<file path="src/sv/mrpt_pkg.sv">
package mrpt_pkg;

  // Trial divisors and Miller-Rabin bases
  localparam int PRIME_COUNT = 12;
  localparam int PRIME_W     = 6;
  localparam int PRIME_IDX_W = $clog2(PRIME_COUNT);

  localparam logic [PRIME_W-1:0] SMALL_PRIMES [PRIME_COUNT] = '{
    6'd2, 6'd3, 6'd5, 6'd7, 6'd11, 6'd13, 6'd17, 6'd19, 6'd23, 6'd29, 6'd31, 6'd37
  };

  // Status of the modular multiplier
  typedef struct packed {
    logic busy;
    logic done;
  } mm_sts_t;

endpackage

</file>
<file path="src/sv/mrpt_modmul.sv">
module mrpt_modmul #(
  parameter int WORD_WIDTH = 64
) (
  input  logic                    clk,
  input  logic                    rst_n,
  input  logic                    start,
  input  logic [WORD_WIDTH-1:0]   op_a,
  input  logic [WORD_WIDTH-1:0]   op_b,
  input  logic [WORD_WIDTH-1:0]   modulus,
  output logic [WORD_WIDTH-1:0]   product,
  output mrpt_pkg::mm_sts_t       sts
);
  import mrpt_pkg::*;

  // op_a and op_b must be below modulus; modulus stays put while busy
  logic [WORD_WIDTH-1:0] acc_r, acc_nxt;
  logic [WORD_WIDTH-1:0] a_r, a_nxt;
  logic [WORD_WIDTH-1:0] b_r, b_nxt;
  logic                  busy_r, busy_nxt;
  logic                  done_r, done_nxt;

  logic [WORD_WIDTH:0]   mod_ext;
  logic [WORD_WIDTH:0]   sum, sum_sub;
  logic [WORD_WIDTH:0]   dbl, dbl_sub;
  logic [WORD_WIDTH-1:0] acc_add, a_dbl;

  // acc + a mod n and 2a mod n, both operands below n
  always_comb begin
    mod_ext = {1'b0, modulus};
    sum     = {1'b0, acc_r} + {1'b0, a_r};
    sum_sub = sum - mod_ext;
    acc_add = (sum >= mod_ext) ? sum_sub[WORD_WIDTH-1:0] : sum[WORD_WIDTH-1:0];
    dbl     = {a_r, 1'b0};
    dbl_sub = dbl - mod_ext;
    a_dbl   = (dbl >= mod_ext) ? dbl_sub[WORD_WIDTH-1:0] : dbl[WORD_WIDTH-1:0];
  end

  // One multiplier bit per cycle, LSB first, stop once the rest is zero
  always_comb begin
    acc_nxt  = acc_r;
    a_nxt    = a_r;
    b_nxt    = b_r;
    busy_nxt = busy_r;
    done_nxt = 1'b0;
    if (start) begin
      acc_nxt  = '0;
      a_nxt    = op_a;
      b_nxt    = op_b;
      busy_nxt = 1'b1;
    end else if (busy_r) begin
      if (b_r[0]) begin
        acc_nxt = acc_add;
      end
      a_nxt = a_dbl;
      b_nxt = b_r >> 1;
      if (b_r[WORD_WIDTH-1:1] == '0) begin
        busy_nxt = 1'b0;
        done_nxt = 1'b1;
      end
    end
  end

  always_ff @(posedge clk) begin
    if (!rst_n) begin
      busy_r <= 1'b0;
      done_r <= 1'b0;
    end else begin
      busy_r <= busy_nxt;
      done_r <= done_nxt;
    end
  end

  always_ff @(posedge clk) begin
    acc_r <= acc_nxt;
    a_r   <= a_nxt;
    b_r   <= b_nxt;
  end

  assign product  = acc_r;
  assign sts.busy = busy_r;
  assign sts.done = done_r;

endmodule

</file>
<file path="src/sv/miller_rabin_prime_test_64.sv">
// Trial division by the small primes, then per base about (2*bitlen(d) + s)
// modular products, all on one shared add-and-double unit.
// Throughput: one request at a time; the next is taken as soon as the result
// is in the output register. Reset (rst_n low, synchronous) idles the block.
module miller_rabin_prime_test_64 #(
  parameter int WORD_WIDTH = 64
) (
  input  logic        clk,
  input  logic        rst_n,
  input  logic        in_valid,
  output logic        in_ready,
  input  logic [63:0] in_candidate,
  output logic        out_valid,
  input  logic        out_ready,
  output logic        out_is_prime
);
  import mrpt_pkg::*;

  localparam int CNT_W = $clog2(WORD_WIDTH + 1);
  localparam int S_W   = $clog2(WORD_WIDTH);
  localparam logic [WORD_WIDTH-1:0] ONE_W = WORD_WIDTH'(1);

  typedef enum logic [12:0] {
    S_IDLE  = 13'b0000000000001,
    S_SIEVE = 13'b0000000000010,
    S_CLASS = 13'b0000000000100,
    S_SPLIT = 13'b0000000001000,
    S_BASE  = 13'b0000000010000,
    S_POW   = 13'b0000000100000,
    S_PMUL  = 13'b0000001000000,
    S_PSQS  = 13'b0000010000000,
    S_PSQ   = 13'b0000100000000,
    S_CHECK = 13'b0001000000000,
    S_SQT   = 13'b0010000000000,
    S_SQ    = 13'b0100000000000,
    S_DONE  = 13'b1000000000000
  } state_t;

  state_t                 state_r, state_nxt;
  logic [WORD_WIDTH-1:0]  n_r, n_nxt;
  logic [WORD_WIDTH-1:0]  nm1_r, nm1_nxt;
  logic [WORD_WIDTH-1:0]  sh_r, sh_nxt;
  logic [CNT_W-1:0]       cnt_r, cnt_nxt;
  logic [PRIME_W-1:0]     rem_r [PRIME_COUNT];
  logic [PRIME_W-1:0]     rem_nxt [PRIME_COUNT];
  logic [PRIME_W-1:0]     rem_step [PRIME_COUNT];
  logic [WORD_WIDTH-1:0]  d_r, d_nxt;
  logic [S_W-1:0]         s_r, s_nxt;
  logic [S_W-1:0]         r_r, r_nxt;
  logic [PRIME_IDX_W-1:0] bi_r, bi_nxt;
  logic [WORD_WIDTH-1:0]  x_r, x_nxt;
  logic [WORD_WIDTH-1:0]  b_r, b_nxt;
  logic [WORD_WIDTH-1:0]  e_r, e_nxt;
  logic                   res_r, res_nxt;
  logic                   out_valid_r, out_valid_nxt;
  logic                   out_is_prime_r, out_is_prime_nxt;

  logic                   small_hit, rem_zero, base_pass;
  logic                   mul_start;
  logic [WORD_WIDTH-1:0]  mul_a, mul_b, mul_prod;
  mm_sts_t                mul_sts;

  // Bit-serial remainders by each small prime, MSB first
  always_comb begin
    logic [PRIME_W:0] t;
    small_hit = 1'b0;
    rem_zero  = 1'b0;
    for (int i = 0; i < PRIME_COUNT; i++) begin
      t = {rem_r[i], sh_r[WORD_WIDTH-1]};
      if (t >= {1'b0, SMALL_PRIMES[i]}) begin
        t = t - {1'b0, SMALL_PRIMES[i]};
      end
      rem_step[i] = t[PRIME_W-1:0];
      if (rem_r[i] == '0) begin
        rem_zero = 1'b1;
      end
      if (n_r == {{(WORD_WIDTH-PRIME_W){1'b0}}, SMALL_PRIMES[i]}) begin
        small_hit = 1'b1;
      end
    end
  end

  // Shared modular multiplier
  mrpt_modmul #(
    .WORD_WIDTH (WORD_WIDTH)
  ) u_mul (
    .clk     (clk),
    .rst_n   (rst_n),
    .start   (mul_start),
    .op_a    (mul_a),
    .op_b    (mul_b),
    .modulus (n_r),
    .product (mul_prod),
    .sts     (mul_sts)
  );

  // Sequencer: sieve, classify, split n-1, then one strong test per base
  always_comb begin
    state_nxt        = state_r;
    n_nxt            = n_r;
    nm1_nxt          = nm1_r;
    sh_nxt           = sh_r;
    cnt_nxt          = cnt_r;
    rem_nxt          = rem_r;
    d_nxt            = d_r;
    s_nxt            = s_r;
    r_nxt            = r_r;
    bi_nxt           = bi_r;
    x_nxt            = x_r;
    b_nxt            = b_r;
    e_nxt            = e_r;
    res_nxt          = res_r;
    out_is_prime_nxt = out_is_prime_r;
    out_valid_nxt    = out_valid_r && !out_ready;
    base_pass        = 1'b0;
    mul_start        = 1'b0;
    mul_a            = x_r;
    mul_b            = x_r;

    unique case (state_r)
      S_IDLE: begin
        if (in_valid) begin
          n_nxt     = in_candidate[WORD_WIDTH-1:0];
          sh_nxt    = in_candidate[WORD_WIDTH-1:0];
          cnt_nxt   = CNT_W'(WORD_WIDTH);
          for (int i = 0; i < PRIME_COUNT; i++) begin
            rem_nxt[i] = '0;
          end
          state_nxt = S_SIEVE;
        end
      end
      S_SIEVE: begin
        sh_nxt  = sh_r << 1;
        rem_nxt = rem_step;
        cnt_nxt = cnt_r - CNT_W'(1);
        if (cnt_r == CNT_W'(1)) begin
          state_nxt = S_CLASS;
        end
      end
      S_CLASS: begin
        nm1_nxt = n_r - ONE_W;
        d_nxt   = n_r - ONE_W;
        s_nxt   = '0;
        bi_nxt  = '0;
        priority if (n_r[WORD_WIDTH-1:1] == '0) begin
          res_nxt   = 1'b0;
          state_nxt = S_DONE;
        end else if (small_hit) begin
          res_nxt   = 1'b1;
          state_nxt = S_DONE;
        end else if (rem_zero) begin
          res_nxt   = 1'b0;
          state_nxt = S_DONE;
        end else begin
          state_nxt = S_SPLIT;
        end
      end
      S_SPLIT: begin
        if (!d_r[0]) begin
          d_nxt = d_r >> 1;
          s_nxt = s_r + S_W'(1);
        end else begin
          state_nxt = S_BASE;
        end
      end
      // n > 37 here, so every base is below n and none is skipped
      S_BASE: begin
        x_nxt     = ONE_W;
        b_nxt     = {{(WORD_WIDTH-PRIME_W){1'b0}}, SMALL_PRIMES[bi_r]};
        e_nxt     = d_r;
        state_nxt = S_POW;
      end
      S_POW: begin
        priority if (e_r == '0) begin
          state_nxt = S_CHECK;
        end else if (e_r[0]) begin
          mul_a     = x_r;
          mul_b     = b_r;
          mul_start = !mul_sts.busy;
          state_nxt = S_PMUL;
        end else begin
          state_nxt = S_PSQS;
        end
      end
      S_PMUL: begin
        if (mul_sts.done) begin
          x_nxt     = mul_prod;
          state_nxt = S_PSQS;
        end
      end
      S_PSQS: begin
        e_nxt = e_r >> 1;
        if (e_r[WORD_WIDTH-1:1] == '0) begin
          state_nxt = S_CHECK;
        end else begin
          mul_a     = b_r;
          mul_b     = b_r;
          mul_start = !mul_sts.busy;
          state_nxt = S_PSQ;
        end
      end
      S_PSQ: begin
        if (mul_sts.done) begin
          b_nxt     = mul_prod;
          state_nxt = S_POW;
        end
      end
      S_CHECK: begin
        if (x_r == ONE_W || x_r == nm1_r) begin
          base_pass = 1'b1;
        end else begin
          r_nxt     = S_W'(1);
          state_nxt = S_SQT;
        end
      end
      S_SQT: begin
        if (r_r >= s_r) begin
          res_nxt   = 1'b0;
          state_nxt = S_DONE;
        end else begin
          mul_a     = x_r;
          mul_b     = x_r;
          mul_start = !mul_sts.busy;
          state_nxt = S_SQ;
        end
      end
      S_SQ: begin
        if (mul_sts.done) begin
          x_nxt = mul_prod;
          if (mul_prod == nm1_r) begin
            base_pass = 1'b1;
          end else begin
            r_nxt     = r_r + S_W'(1);
            state_nxt = S_SQT;
          end
        end
      end
      S_DONE: begin
        if (!out_valid_r || out_ready) begin
          out_valid_nxt    = 1'b1;
          out_is_prime_nxt = res_r;
          state_nxt        = S_IDLE;
        end
      end
      default: begin
        state_nxt = S_IDLE;
      end
    endcase

    // Base survived: move to the next one or declare prime
    if (base_pass) begin
      if (bi_r == PRIME_IDX_W'(PRIME_COUNT - 1)) begin
        res_nxt   = 1'b1;
        state_nxt = S_DONE;
      end else begin
        bi_nxt    = bi_r + PRIME_IDX_W'(1);
        state_nxt = S_BASE;
      end
    end
  end

  always_ff @(posedge clk) begin
    if (!rst_n) begin
      state_r     <= S_IDLE;
      out_valid_r <= 1'b0;
    end else begin
      state_r     <= state_nxt;
      out_valid_r <= out_valid_nxt;
    end
  end

  always_ff @(posedge clk) begin
    n_r            <= n_nxt;
    nm1_r          <= nm1_nxt;
    sh_r           <= sh_nxt;
    cnt_r          <= cnt_nxt;
    rem_r          <= rem_nxt;
    d_r            <= d_nxt;
    s_r            <= s_nxt;
    r_r            <= r_nxt;
    bi_r           <= bi_nxt;
    x_r            <= x_nxt;
    b_r            <= b_nxt;
    e_r            <= e_nxt;
    res_r          <= res_nxt;
    out_is_prime_r <= out_is_prime_nxt;
  end

  assign in_ready     = (state_r == S_IDLE);
  assign out_valid    = out_valid_r;
  assign out_is_prime = out_is_prime_r;

endmodule

</file>
<file path="config.mk">
export PLATFORM = sky130hd
export DESIGN_NAME = miller_rabin_prime_test_64
export DESIGN_NICKNAME = d
export VERILOG_FILES = /design/src/sv/mrpt_pkg.sv /design/src/sv/mrpt_modmul.sv /design/src/sv/miller_rabin_prime_test_64.sv
export SDC_FILE = /design/constraint.sdc
export NUM_CORES = 2
export LEC_CHECK = 0
export BUFFER_PORTS_ARGS = -buffer_cell sky130_fd_sc_hd__buf_4
export CORE_UTILIZATION = 64
export DETAILED_ROUTE_END_ITERATION = 7
export PLACE_DENSITY = 0.84
export SYNTH_ARGS = -nofsm -noshare
export SYNTH_HDL_FRONTEND = slang
export SYNTH_SLANG_ARGS = --single-unit
</file>
<file path="constraint.sdc">
create_clock -name clk -period 10.43 [get_ports clk]
set_input_delay 2.086 -clock clk [delete_from_list [all_inputs] [get_ports clk]]
set_output_delay 2.086 -clock clk [all_outputs]
set_load 0.02 [all_outputs]
</file>
==> flow_summary_export.csv <==
group,metric,value,unit
synthesis,synth_enable_flop_cells,668,
floorplanning,initial_core_util,0.651,
cts,clk_pin_slew,0.06,ns
routing,via_count,40600,
global_routing,grt_max_degree,101,
routing,routedWlPerCell,28.1,um
synthesis,netlist_top_cells_count,"nand2_1 (671), edfxtp_1 (668), nor2_1 (404)",
final_layout,regMostFlops,"rem_r",
cts,cts_buffer_depth,3,
synthesis,yosysTopAreaCell,"edfxtp_1",
min_path,hold_class,"register to register",
worst_setup_path,crit_required,10.90,ns
timing,post-route-period-util,0.784,
cts,clk_latency,0.69,ns
timing,timing.slew.headroom,0.0912,
power,power.leakage,19.5,nW
floorplanning,fp-row-count,99,
synthesis,seq_area_frac_synth,0.456,
cts,h-tree-depth,3,
synthesis,synthesis.area,47700,um^2
place,place_area,48900,um^2
synthesis,avgSynthCellArea,9.70,um^2
cts,ctsHoldBuffers,0,
power,powerDensity,166,nW/um^2
floorplanning,dieArea,75600,um^2
synthesis,yosys_most_used_dff,"edfxtp_1",
global_routing,globalRouteTotalUtil,0.432,
routing,via_per_inst,6.87,
worst_setup_path,critPathCaptureType,"register",
synthesis,yosysUniqueCellTypes,101,
timing,tns,0,ns
routing,dr.pass1.iters,8,
timing,finalHoldViolations,0,
final_layout,area_growth,8.21,%
synthesis,synth_warnings,0,
cts,cts_root_buf,"clkbuf_16",
timing,rsz0062_at_grt,"false",
final_layout,final_area,51600,um^2
worst_setup_path,startpoint_type,"register",
power,p_total,0.00855,W
synthesis,synthArstFlopShare,0,
timing,period_needed,8.17,ns
worst_setup_path,cp.arrival,8.64,ns
timing,tightest_slew,1.36,ns
job,maxCapViolations,0,
timing,finClkSkew,0.0492,ns
routing,drtIter0Drc,5658,
global_routing,grt_antenna_before_repair,5,
floorplanning,core,73300,um^2
routing,ant_nets,0,
synthesis,yosysMostFrequentCell,"nand2_1",
worst_setup_path,path_max_fanout,34,
place,place_hpwl,123000,um
routing,totalWireLength,166000,um
final_layout,drive_above_1_share,0.0744,
final_layout,fill_cells,5388,
routing,post-route-drc-count,0,
synthesis,netlist_instances,4917,
cts,cts-buffers-inserted,82,
global_routing,first_global_vias,37700,
final_layout,largest_reg_flops,72,
cts,cts_resized,0,
synthesis,synth_area_leaders,"edfxtp_1 (42%), ha_1 (6.0%), nand2_1 (5.3%)",
synthesis,synth_top_area_share,0.420,
timing,fmax,0.122,GHz
power,ir_worst_vdd,176,uV
floorplanning,design.portCount,71,
floorplanning,die_x,275,um
outcome,status,"completed",
place,gp_congestion,1.10,
synthesis,synth_nets,5217,
timing,finalSetupViolCount,0,
cts,cts_setup_buffers,0,
global_routing,grt_pass1_wl,240000,um
floorplanning,die_height,275,um
final_layout,fin_nets,5177,
cts,cts_num_sinks,753,
worst_setup_path,critical_path_class,"register to register",
timing,final_max_slew_viol_count,0,
place,port_buffers,70,
cts,cts_tree,"yes",
global_routing,grt-ovfl-total,0,
synthesis,synth_seq_cells,753,
-- cells in the final DEF (no fill, tap or decap), types with 9 or more instances in the layout --
cell / count
mux2i_1: 135
mux2_2: 68
a211o_1: 12
a32oi_1: 14
nor2_1: 403
a211oi_1: 97
edfxtp_1: 668
a221oi_1: 13
nand2b_1: 22
clkbuf_16: 82
clkinv_1: 16
ha_1: 229
and3_1: 38
o21bai_1: 33
o31ai_1: 24
buf_4: 113
a31oi_1: 80
inv_1: 142
nand3_1: 79
o211ai_1: 15
xnor2_1: 263
nand2_1: 668
nand3b_1: 11
dfxtp_1: 85
nor3_1: 95
and2_1: 76
nor4_1: 105
nand4b_1: 9
xor2_1: 149
and4_1: 12
nor2b_1: 93
a21o_1: 116
o21a_1: 26
a21boi_0: 14
nand4_1: 99
o21ai_0: 223
or3_1: 22
clkbuf_1: 16
clkinv_2: 11
a21oi_1: 357
-- through the flow --
stage / hold slack [ns] / util / instances / worst slack, ns
floorplan: 0.408 / - / 4917 / 3.22
global placement: 0.432 / 0.667 / 5752 / 2.72
detailed placement: 0.420 / 0.667 / 5752 / 2.57
CTS: 0.448 / 0.704 / 5902 / 2.53
global route: 0.452 / 0.704 / 5902 / 2.02
finish: 0.441 / 0.704 / 5903 / 2.26
-- layer usage --
layer / vias up / part of all wire / global-route usage / wire [um]
met3: 458 / 0.12 / 0.0991 / 20500
met4: 6 / 0.057 / 0.220 / 9370
met1: 19500 / 0.39 / 0.591 / 64500
met2: 2652 / 0.43 / 0.642 / 71300
met5: - / 0.00074 / 0.00877 / 122
li1: 18000 / - / - / -
-- critical path, stage by stage, from the launching register on --
cell and delay [ns]:
edfxtp_1 0.47, ha_1 0.33, a211o_1 0.32, a211o_1 0.33
a221oi_1 0.73, a21boi_0 0.25, o31ai_1 0.51, o31ai_1 0.28
a21oi_1 0.20, o21ai_0 0.11, xor2_1 0.17, ha_1 0.37
inv_1 0.14, nor3_1 0.07, or4_1 0.47, a31oi_1 0.28
o211ai_2 0.18, and3_4 0.24, a31o_4 0.29, a32o_2 0.39
nor2_4 0.83, buf_4 0.63, mux2i_1 0.28, a211oi_1 0.09
-- layout make-up --
cell class	instances	area, um^2	share of cell area
inverters	148	556	0.0108
well taps	959	1200	0.0232
repair buffers	113	848	0.0164
diodes	1	2.50	0.0000485
clock inverters	47	554	0.0107
flip-flops and latches	753	21800	0.421
multi-input cells	3779	24500	0.475
clock buffers	103	2180	0.0422
-- power breakdown --
part | leakage [nW] | internal (W) | switching (W)
Combinational | 11.3 | 0.000737 | 0.00125
Clock | 1.31 | 0.00168 | 0.00132
Sequential | 6.84 | 0.00343 | 0.000140
-- kinds of logic after synthesis --
| family | count (synthesis) | synth area share |
|---|---|---|
| AOI/OAI and AO/OA | 1145 | 0.153 |
| xor gates and xnor gates | 412 | 0.0756 |
| buffers and inverters | 385 | 0.0322 |
| DFF | 753 | 0.456 |
| and+or+nand+nor | 1786 | 0.177 |
| muxes | 204 | 0.0447 |
| adders and majority gates | 232 | 0.0613 |
-- final timing paths --
check                               from                             end  slack [ns]  cells after the start
setup / recovery  u_mul.a_r[1]$_DFFE_PP_  u_mul.product[25]$_SDFFE_PP0P_        2.26                     23
hold / removal             res_r$_DFF_P_          out_is_prime$_DFFE_PP_        0.44                      0
setup reg to reg  u_mul.a_r[1]$_DFFE_PP_  u_mul.product[25]$_SDFFE_PP0P_        2.26                     23
hold reg to reg            res_r$_DFF_P_          out_is_prime$_DFFE_PP_        0.44                      0
No activity file was read; power rests on OpenSTA's default activity.
